==> config.mk <==
export PLATFORM = sky130hd
export DESIGN_NAME = distinct_subsequence_counter_core
export DESIGN_NICKNAME = d
export VERILOG_FILES = /design/src/rtl/dsc_pkg.sv /design/src/rtl/distinct_subsequence_counter_core.sv /design/src/rtl/dsc_cell.sv
export VERILOG_INCLUDE_DIRS = /design/src /design/src/rtl
export SDC_FILE = /design/constraint.sdc
export NUM_CORES = 2
export LEC_CHECK = 0
export ABC_AREA = 1
export ABC_CLOCK_PERIOD_IN_PS = 2800
export BUFFER_PORTS_ARGS = -buffer_cell sky130_fd_sc_hd__buf_2
export CAP_MARGIN = 20
export CORE_MARGIN = 5
export CORE_UTILIZATION = 50
export DETAILED_ROUTE_END_ITERATION = 8
export GPL_TIMING_DRIVEN = 0
export PLACE_DENSITY = 0.7
export SLEW_MARGIN = 5
export SYNTH_ARGS = -nofsm -noshare
export SYNTH_HDL_FRONTEND = slang
export SYNTH_SLANG_ARGS = --single-unit
export TNS_END_PERCENT = 5
==> constraint.sdc <==
create_clock -name clk -period 2.8 [get_ports clk]
set_clock_uncertainty 0.1 [all_clocks]
set_input_delay 0.56 -clock clk [delete_from_list [all_inputs] [get_ports clk]]
set_output_delay 0.56 -clock clk [all_outputs]
set_load 0.05 [all_outputs]
==> src/rtl/distinct_subsequence_counter_core_macros.svh <==
// Assertion macros used by the distinct subsequence counter core.
`ifndef DISTINCT_SUBSEQUENCE_COUNTER_CORE_MACROS_SVH
`define DISTINCT_SUBSEQUENCE_COUNTER_CORE_MACROS_SVH

// Same-cycle implication, sampled on clk, off while arst_n is low.
`define DSC_ASSERT_IMPL(lbl, ante, cons, msg) \
	lbl: assert property (@(posedge clk) disable iff (!arst_n) (ante) |-> (cons)) \
		else $error(msg);

// Next-cycle implication, sampled on clk, off while arst_n is low.
`define DSC_ASSERT_NEXT(lbl, ante, cons, msg) \
	lbl: assert property (@(posedge clk) disable iff (!arst_n) (ante) |=> (cons)) \
		else $error(msg);

`endif

==> src/rtl/dsc_pkg.sv <==
// Types and constants of the distinct subsequence counter.
package dsc_pkg;

	localparam int CNT_W       = 32;
	localparam int SYM_W       = 8;
	localparam int POS_W       = 4;
	localparam int POS_NUM     = 16;
	localparam int LEN_W       = 5;
	localparam int OP_W        = 2;
	localparam int IN_TDATA_W  = 16;

	typedef enum logic [OP_W-1:0] {
		OP_WRITE = 2'd0,
		OP_START = 2'd1,
		OP_TEXT  = 2'd2
	} op_t;

	// Broadcast to every cell of the row, already qualified by the handshake.
	typedef struct packed {
		logic             clr;
		logic             txt;
		logic [SYM_W-1:0] sym;
	} cell_ctrl_t;

endpackage

==> src/rtl/distinct_subsequence_counter_core.sv <==
// Top level of the distinct subsequence counter: handshake, cell row and result register.
//
// Usage
//   Input stream s_*: s_tuser holds the op (write pattern symbol, start new
//   text, text symbol); s_tdata holds the symbol and the pattern position.
//   Every request returns one result on m_*: the number of times the first
//   pattern_length pattern symbols occur as a subsequence of the text since
//   the last start request, modulo 2^32. An empty pattern reads as 1.
//   cfg_we/cfg_wdata write pattern_length; write it only while no request is
//   in flight. A length above MAX_PATTERN reads as MAX_PATTERN.
// Timing
//   A row of MAX_PATTERN cells updates every position on the edge that
//   accepts a request; once the result register is free, the selected count
//   loads into it and m_tvalid rises. One request per cycle is sustained
//   while m_tready stays high.
// Reset
//   Counts clear (position zero reads 1), pattern_length is 0. Pattern symbols
//   hold no value until written.
// Stall
//   While a result waits on m_tready and another is pending behind it,
//   s_tready drops and the cells hold.
`include "distinct_subsequence_counter_core_macros.svh"

module distinct_subsequence_counter_core #(
	parameter int MAX_PATTERN = 16
) (
	input  logic                           clk,
	input  logic                           arst_n,
	input  logic                           cfg_we,
	input  logic [dsc_pkg::LEN_W-1:0]      cfg_wdata,   // pattern_length
	input  logic                           s_tvalid,
	output logic                           s_tready,
	input  logic [dsc_pkg::IN_TDATA_W-1:0] s_tdata,     // symbol[7:0], position[11:8], zero
	input  logic [dsc_pkg::OP_W-1:0]       s_tuser,     // op[1:0]
	output logic                           m_tvalid,
	input  logic                           m_tready,
	output logic [dsc_pkg::CNT_W-1:0]      m_tdata      // count[31:0]
);
	import dsc_pkg::*;

	logic [LEN_W-1:0] pattern_length_q;
	logic             pend_s1;
	logic             m_valid_q;
	logic [CNT_W-1:0] m_data_q;

	logic             out_free;
	logic             capture;
	logic             accept;
	logic             start_acc;
	logic             empty_len;
	op_t              op;
	logic [SYM_W-1:0] in_sym;
	logic [POS_W-1:0] in_pos;
	logic             acc_write;
	cell_ctrl_t       ctrl;
	logic [CNT_W-1:0] sel_count;

	logic [CNT_W-1:0] cnt     [MAX_PATTERN+1];
	logic [CNT_W-1:0] tap_cnt [MAX_PATTERN];
	logic [MAX_PATTERN-1:0] wr_en;
	logic [MAX_PATTERN-1:0] tap;

	// Configuration register.
	always_ff @(posedge clk or negedge arst_n) begin
		if (!arst_n) begin
			pattern_length_q <= '0;
		end else if (cfg_we) begin
			pattern_length_q <= cfg_wdata;
		end
	end

	// Handshake: the cells may only advance once the pending result has a slot.
	assign out_free = !m_valid_q || m_tready;
	assign capture  = pend_s1 && out_free;
	assign s_tready = !pend_s1 || out_free;
	assign accept   = s_tvalid && s_tready;

	assign op     = op_t'(s_tuser);
	assign in_sym = s_tdata[SYM_W-1:0];
	assign in_pos = s_tdata[SYM_W +: POS_W];

	assign start_acc = accept && (op == OP_START);
	assign empty_len = (pattern_length_q == '0);

	// Decode the request; the unused op code leaves the cells alone.
	always_comb begin
		acc_write = 1'b0;
		ctrl.clr  = 1'b0;
		ctrl.txt  = 1'b0;
		ctrl.sym  = in_sym;
		case (op)
			OP_WRITE: acc_write = accept;
			OP_START: ctrl.clr  = accept;
			OP_TEXT:  ctrl.txt  = accept;
			default: begin
				acc_write = 1'b0;
			end
		endcase
	end

	// Position zero of the count row is the constant 1.
	assign cnt[0] = CNT_W'(1);

	for (genvar k = 0; k < MAX_PATTERN; k++) begin : g_cell
		// Only positions reachable by the position field can be written.
		if (k < POS_NUM) begin : g_wr
			assign wr_en[k] = acc_write && (in_pos == POS_W'(k));
		end else begin : g_nowr
			assign wr_en[k] = 1'b0;
		end

		// The last cell also serves every length beyond the row.
		if (k + 1 == MAX_PATTERN) begin : g_tap_last
			assign tap[k] = (32'(pattern_length_q) >= 32'(MAX_PATTERN));
		end else begin : g_tap
			assign tap[k] = (32'(pattern_length_q) == 32'(k + 1));
		end

		dsc_cell u_cell (
			.clk        (clk),
			.arst_n     (arst_n),
			.ctrl       (ctrl),
			.wr         (wr_en[k]),
			.tap        (tap[k]),
			.prev_count (cnt[k]),
			.count      (cnt[k+1]),
			.tap_count  (tap_cnt[k])
		);
	end

	// At most one tap is set, so OR the gated counts together.
	always_comb begin
		sel_count = empty_len ? CNT_W'(1) : '0;
		for (int i = 0; i < MAX_PATTERN; i++) begin
			sel_count = sel_count | tap_cnt[i];
		end
	end

	// Track the request whose cell update has landed but whose result is not loaded.
	always_ff @(posedge clk or negedge arst_n) begin
		if (!arst_n) begin
			pend_s1 <= 1'b0;
		end else if (accept) begin
			pend_s1 <= 1'b1;
		end else if (capture) begin
			pend_s1 <= 1'b0;
		end
	end

	// Result register.
	always_ff @(posedge clk or negedge arst_n) begin
		if (!arst_n) begin
			m_valid_q <= 1'b0;
		end else if (capture) begin
			m_valid_q <= 1'b1;
		end else if (m_tready) begin
			m_valid_q <= 1'b0;
		end
	end

	always_ff @(posedge clk) begin
		if (capture) begin
			m_data_q <= sel_count;
		end
	end

	assign m_tvalid = m_valid_q;
	assign m_tdata  = m_data_q;

	// Never advance the cells over a result that has nowhere to go.
	`DSC_ASSERT_IMPL(a_hold_on_stall, pend_s1 && !out_free, !s_tready, "request over stall")
	// A start request leaves only the constant position non-zero.
	`DSC_ASSERT_NEXT(a_start_clears, start_acc, sel_count == CNT_W'(empty_len), "start not cleared")
	// A result only appears for a pending request.
	`DSC_ASSERT_IMPL(a_result_source, $rose(m_tvalid), $past(pend_s1), "result without request")

endmodule

==> src/rtl/dsc_cell.sv <==
// One pattern position: stored symbol and running prefix count.
module dsc_cell (
	input  logic                      clk,
	input  logic                      arst_n,
	input  dsc_pkg::cell_ctrl_t       ctrl,
	input  logic                      wr,
	input  logic                      tap,
	input  logic [dsc_pkg::CNT_W-1:0] prev_count,
	output logic [dsc_pkg::CNT_W-1:0] count,
	output logic [dsc_pkg::CNT_W-1:0] tap_count
);
	import dsc_pkg::*;

	logic [SYM_W-1:0] sym_q;
	logic [CNT_W-1:0] count_q;

	always_ff @(posedge clk) begin
		if (wr) begin
			sym_q <= ctrl.sym;
		end
	end

	// Clear on a start request; add the left neighbor's old count on a matching text symbol.
	always_ff @(posedge clk or negedge arst_n) begin
		if (!arst_n) begin
			count_q <= '0;
		end else if (ctrl.clr) begin
			count_q <= '0;
		end else if (ctrl.txt && (sym_q == ctrl.sym)) begin
			count_q <= count_q + prev_count;
		end
	end

	assign count     = count_q;
	assign tap_count = tap ? count_q : '0;

endmodule

* Yosys cells after proc, flatten, opt, wreduce, memory -nomap -nowiden *
Cells that the tools add are included.

storage, ports and cells
  register bits after elaboration = 679
  input port bits = 28
  output and inout bits = 34
  word-level logic and storage cells = 232

cells by class
  add/subtract/negate cells = 16
  $lt $le $gt $ge = 1
  equal/unequal tests = 48
  muxes and demuxes = 56
  bitwise operators = 16
  reduce and logical (&&, ||, !) cells = 59

operators with widths
  kind                   number
  $mux 32                48
  $add 32x32->32         15
  $or 32x32->32          15
  $eq 8x8->1             16
  $eq 5x4->1 const B     8
  $reduce_bool 2->1      18
  $logic_and 1x1->1      34
  $add 32x1->32 const B  1
  $eq 4x4->1 const B     8
  $or 1x32->32           1
  $eq 5x3->1 const B     4
  $eq 4x3->1 const B     4
  $eq 5x2->1 const B     2
  $eq 4x2->1 const B     2
  $mux 1                 8
  $eq 5x1->1 const B     1
  $ge 5x5->1 const B     1
  $logic_not 5->1        1
  $eq 4x1->1 const B     1
  $logic_not 4->1        1
  $eq 2x1->1 const B     1
  $eq 2x2->1 const B     1
  $logic_not 1->1        2
  $logic_not 2->1        1
  $logic_or 1x1->1       2

* Depth between registers and ports, before layout *
  depth in word-level cells = 18
  depth in mapped cells = 13
  gate-level depth less buffers = 13

* Modules after synthesis *
A second synthesis with hierarchy kept.

unflattened totals
  cells, all modules = 12544
  area, all modules = 72673.4 um^2

by module, submodules not included
  module                             times used  cells each  area each (um^2)  seq. area each (um^2)
  dsc_cell (g_cell[13].u_cell ...)   12          745         4307.9            1041.0
  dsc_cell (g_cell[10].u_cell ...)   3           745         4324.1            1041.0
  dsc_cell (g_cell[0].u_cell)        1           745         4581.9            1041.0
  distinct_subsequence_counter_core  1           624         3424.5            1136.1

* Worst setup path after synthesis *
No wires, ideal clock.

  path kind = reg2reg
  from = register m_valid_q, in the netlist m_tvalid
  to = register m_data_q[0], in the netlist m_tdata[0] (enable)
  library setup time = 0.432 ns
  data arrival time = 2.274 ns
  required time = 2.268 ns
  path slack = -0.005 ns
  cell stages (with the launch flop) = 2
  buffers on the path = 0
  period minus slack after synthesis = 2.805 ns
  cells stage by stage = dfrtp_1 -> a21oi_1

on the way
  word-level cells in the longest chain between the ends = 3

RTL lines
  what                    line                                      text
  start, declared         distinct_subsequence_counter_core.sv:43   logic m_valid_q;
  start signal, assigned  distinct_subsequence_counter_core.sv:153  m_valid_q <= 1'b0;
  start signal, assigned  distinct_subsequence_counter_core.sv:155  m_valid_q <= 1'b1;
  start signal, assigned  distinct_subsequence_counter_core.sv:157  m_valid_q <= 1'b0;
  $logic_not 1->1         distinct_subsequence_counter_core.sv:73   assign out_free = !m_valid_q || m_tready;
  $logic_or 1x1->1        distinct_subsequence_counter_core.sv:73
  $logic_and 1x1->1       distinct_subsequence_counter_core.sv:74   assign capture = pend_s1 && out_free;
  via capture             distinct_subsequence_counter_core.sv:47   logic capture;
  end signal, assigned    distinct_subsequence_counter_core.sv:163  m_data_q <= sel_count;
  end, declared           distinct_subsequence_counter_core.sv:44   logic [CNT_W-1:0] m_data_q;

The timed path passes the listed nets, and every way through them passes these cells.
A chain may end at the register's enable or synchronous reset.

* Worst setup path after layout *
  from = register pattern_length_q[4]
  to = register m_data_q[28], in the netlist m_tdata[28] (data pin)

on the way
  word-level cells in the longest chain between the ends = 18
  elaborated cells between the ends (all ways) = 48
  classes of those cells = order compare (1); eq/ne (15); mux (16); bitwise (16)

RTL lines
  what                          line                                      text
  start, declared               distinct_subsequence_counter_core.sv:41   logic [LEN_W-1:0] pattern_length_q;
  start signal, assigned        distinct_subsequence_counter_core.sv:68   pattern_length_q <= cfg_wdata;
  $eq 5x1->1                    distinct_subsequence_counter_core.sv:116  assign tap[k] = (32'(pattern_length_q) == 32'(k + 1));
  $mux 32                       dsc_cell.sv:35                            assign tap_count = tap ? count_q : '0;
  $or 1x32->32                  distinct_subsequence_counter_core.sv:135  sel_count = sel_count | tap_cnt[i];
  $or 32x32->32 (14 in series)  distinct_subsequence_counter_core.sv:135
  $or 32x32->32 *               distinct_subsequence_counter_core.sv:135
  via sel_count[28]             distinct_subsequence_counter_core.sv:56   logic [CNT_W-1:0] sel_count;

Mark *: on every way through the listed nets, which the timed path passes. The rest lies on a longest branch.

==> metrics.md <==
| Metric | Value |
|---|---|
| Placed inst area | `about 70,000 sq um` |
| Met2 wire len | `119 mm` |
| Max rail drop VDD | `around 0.53 mV` |
| Pwr dens | `about 330 nW/um^2` |
| First-pass GRT wire length | `around 420 mm` |
| Clk root buf | `clkbuf_16` |
| DR top layer | `met5` |
| Yosys cell types | `53` |
| Comb pwr share | `0.061` |
| Synthesized area | `~67,000 sq um` |
| Worst-path clk slew | `0.06 ns` |
| Sw frac | `0.268` |
| CTS Buffer Depth | `3` |
| Largest net degree at the start of global routing | `approximately 110` |
| Detailed Route WL | `290 mm` |
| Routed len/inst | `roughly 22 um` |
| Core region area | `133,000 sq um` |
| Violated checks | `setup timing` |
| Static Leak | `around 0.043 uW` |
| Nets | `11,700` |
| Routed Antenna Nets | `0` |
| Slew margin rel. | `0.325` |
| CTS Buf Count | `a little under 90` |
| Vias | `73,100` |
| Main synth FF type | `dfrtp_1` |
| Final slew viol count | `0` |
| Syn nets | `between 10,000 and 15,000` |
| Fmax | `around 0.33 GHz` |
| Sw power | `approximately 6500 uW` |
| Syn Area/Cell | `6.05 sq um` |
| Internal power | `17,800 uW` |
| Final hold viol count | `0` |
| WP data required | `around 3.1 ns` |
| Count of input and output buffers | `56` |
| Maxcap violations | `0` |
| GRT Overall Usage | `0.398` |
| Die area | `approximately 140,000 sq um` |
| Fillers | `between 10,000 and 15,000` |
| Final worst path period need | `just over 3 ns` |
| HPWL after DPL | `approximately 240 mm` |
| M1 WL | `around 120 mm` |
| # clock sinks | `679` |
| Startpoint Class | `flop` |
| Synth Register Bits | `679` |
| FP Rows | `around 130` |
| Antenna violations before repair | `10` |
| Initial core utilization | `0.502` |
| Chip Height | `375 um` |
| Data arrival time of the worst path | `roughly 3.4 ns` |
| WHS Path Cells | `3` |
| Dpl ws | `-0.769 ns` |
| Sequential power share | `0.427` |
| Worst setup EP type | `flop` |
| Metal3 WL | `about 30 mm` |
| Worst-path fanout max | `10` |
| RSZ-0062 raised after global routing | `yes` |
| Synth warn | `0` |
| Post-route non-filler standard cell count | `13,000` |
| Synth-to-Final Area Change | `9.34%` |
| Vias per cell | `5.60` |
| Proportion of layout cells with a drive suffix above 1 | `0.0550` |
| Num ports | `62` |
| Worst Max-Slew Pin Slew | `roughly 1.0 ns` |
| Outcome | `complete, but fails checks` |
| Worst-case reg-to-reg path depth | `9` |
| Grt ovf | `0` |
| Sequential share of the synthesized area | `0.266` |
| DP Cell Count | `12,900` |
| DR iter-0 viols | `slightly above 8,000` |
| Crit share post-route | `1.09` |
| Setup ws final | `-0.244 ns` |
| GPL Wtd Cong | `approximately 1.0` |
| Final setup viols | `20` |
| Die W | `approximately 380 um` |
| Critical path type | `reg2reg` |
| Clock share of power | `0.512` |
| Syn Inst Count | `about 11,000` |
| TritonCTS clock tree | `built` |
| EDFF count, synth | `160` |
| DRC violations left | `0` |
| Detailed Routing Iterations Pass 1 | `7` |
| # H-tree levels | `3` |
| Tightest Hold Check Type | `in2reg` |
| Clk_lat worst skew | `~0.74 ns` |
| Number of global-route vias before repair | `between 60,000 and 70,000` |
| Finished Cell Area | `approximately 73,000 sq um` |
| Asr flop ratio synth | `0.764` |
[power by group through the flow]
stage               clock [uW]  sequential [uW]  combinational, uW
floorplan                    0            10600                617
global placement             0            10600               1370
detailed placement           0            10600               1440
CTS                      12500            10400               1460
global route             12900            10400               1590
finish                   12500            10400               1490
[state kept, by name (all words and copies together) (netlist names)]
name / count
pend_s1: 1
m_tvalid: 1
g_cell.u_cell.sym_q: 128
m_tdata: 32
g_cell.u_cell.count: 512
pattern_length_q: 5
[final timing paths]
| path | from | endpoint | slack [ns] |
|---|---|---|---|
| worst min-delay path | s_tvalid | pend_s1 | 0.07 |
| worst max register to register | pattern_length_q[4] | m_tdata[28] | -0.24 |
| worst max-delay path | pattern_length_q[4] | m_tdata[28] | -0.24 |
| worst min register to register | g_cell[15].u_cell.count[12] | g_cell[15].u_cell.count[12] | 0.45 |
| max in group asynchronous | arst_n | g_cell[8].u_cell.count[26] | 0.30 |
| min in group asynchronous | arst_n | g_cell[1].u_cell.count[22] | 0.27 |
[kinds of logic (layout without fill, tap and decap cells)]
group           Yosys count  in the layout  synth area share
fa+ha+maj               481            481            0.0918
compound gates          711            711            0.0620
simple gates           6993           6993             0.435
xor+xnor                185            185            0.0243
buf+inv                1992           2223             0.120
flops                   679            679             0.266
other cells               0              2                 0
[timing repair]
action	4_1_cts	5_1_grt
buffers inserted	2	1
endpoints found under the setup margin	52	70
hold buffers	2	0
gates resized for setup	51	47
endpoints found under the hold margin	48	0
pin swaps	5	7
[layout by cell type, fill, tap and decap left out, drive strengths merged, types with 22 or more instances in the layout]
cell / instances
nand2: 4601
inv: 1821
nand3: 1162
nor2: 723
dfrtp: 519
ha: 466
a21oi: 370
buf: 209
edfxtp: 160
clkbuf: 142
nand4: 141
or2: 136
xor2: 107
nor3: 107
o22ai: 93
o21ai: 85
xnor2: 78
o21bai: 74
and2: 48
nand3b: 45
clkinv: 30
and3: 26
a22o: 22
[metal layers]
layer	GRT usage	vias to the layer above
li1	-	35100
met1	0.539	33900
met2	0.594	3460
met3	0.0978	656
met4	0.193	6
met5	0	-
[worst max-delay path, stage by stage, from the launching register on]
cell,delay [ns]
dfrtp_1,0.33
buf_4,0.16
inv_4,0.08
nand3_1,0.18
nor2_4,0.12
buf_4,0.20
nand2_1,0.06
nand4_1,0.48
a211oi_4,0.84
nand3_2,0.18
[synth_stat cells (4+ instances only)]
library cell  number  area [sq um]
buf_4             30           225
nor2_2             5          31.3
nand3_1         1161          5810
nor3_1            93           465
o21bai_1          74           556
a22o_1            22           193
a211oi_1          17           128
a21o_1            17           128
dfrtp_1          519         13000
nand2_2           16           100
clkbuf_1          21          78.8
nor3_2            12           120
clkinv_2           6          30.0
ha_1             466          5830
nand4_1          140           876
inv_2             17          63.8
a221oi_1          14           123
a21oi_1          370          1850
nand2_1         4583         17200
buf_2             69           345
or2_2            135           845
o2111ai_1          7          61.3
buf_6             45           507
o21ai_0           84           420
and2_1            47           294
inv_1           1797          6750
nor3b_1            4          30.0
o22ai_1           93           582
o211ai_1           4          30.0
and3_1            26           163
nor2_1           717          2690
fa_1              15           300
xnor2_1           78           683
edfxtp_1         160          4800
xor2_1           107           937
nand3b_1          45           338
[metrics by stage]
stage | util | hold WS [ns] | power (uW) | setup TNS [ns]
after global placement | 0.520 | 0.397 | 12000 | -5601.53
after global routing | 0.549 | 0.0762 | 24900 | -0.832
after CTS | 0.547 | 0.0462 | 24400 | -0.280
after detailed placement | 0.522 | 0.411 | 12000 | -115.96
after floorplan | - | 0.164 | 11300 | 0
final | 0.549 | 0.0741 | 24400 | -1.70
[cell type report]
| type | instances | area (sq um) | share of cell area |
|---|---|---|---|
| Clock buffer | 116 | 2410 | 0.0329 |
| Clock inverter | 45 | 708 | 0.00970 |
| Buffer | 167 | 1200 | 0.0165 |
| Antenna cell | 2 | 5.00 | 0.0000685 |
| Tap cell | 1768 | 2210 | 0.0303 |
| Sequential cell | 679 | 17800 | 0.244 |
| Inverter | 1825 | 6870 | 0.0941 |
| Multi-Input combinational cell | 8370 | 41300 | 0.565 |
| Timing Repair Buffer | 70 | 541 | 0.00740 |
Note: power is estimated with default switching activity, not from simulation.
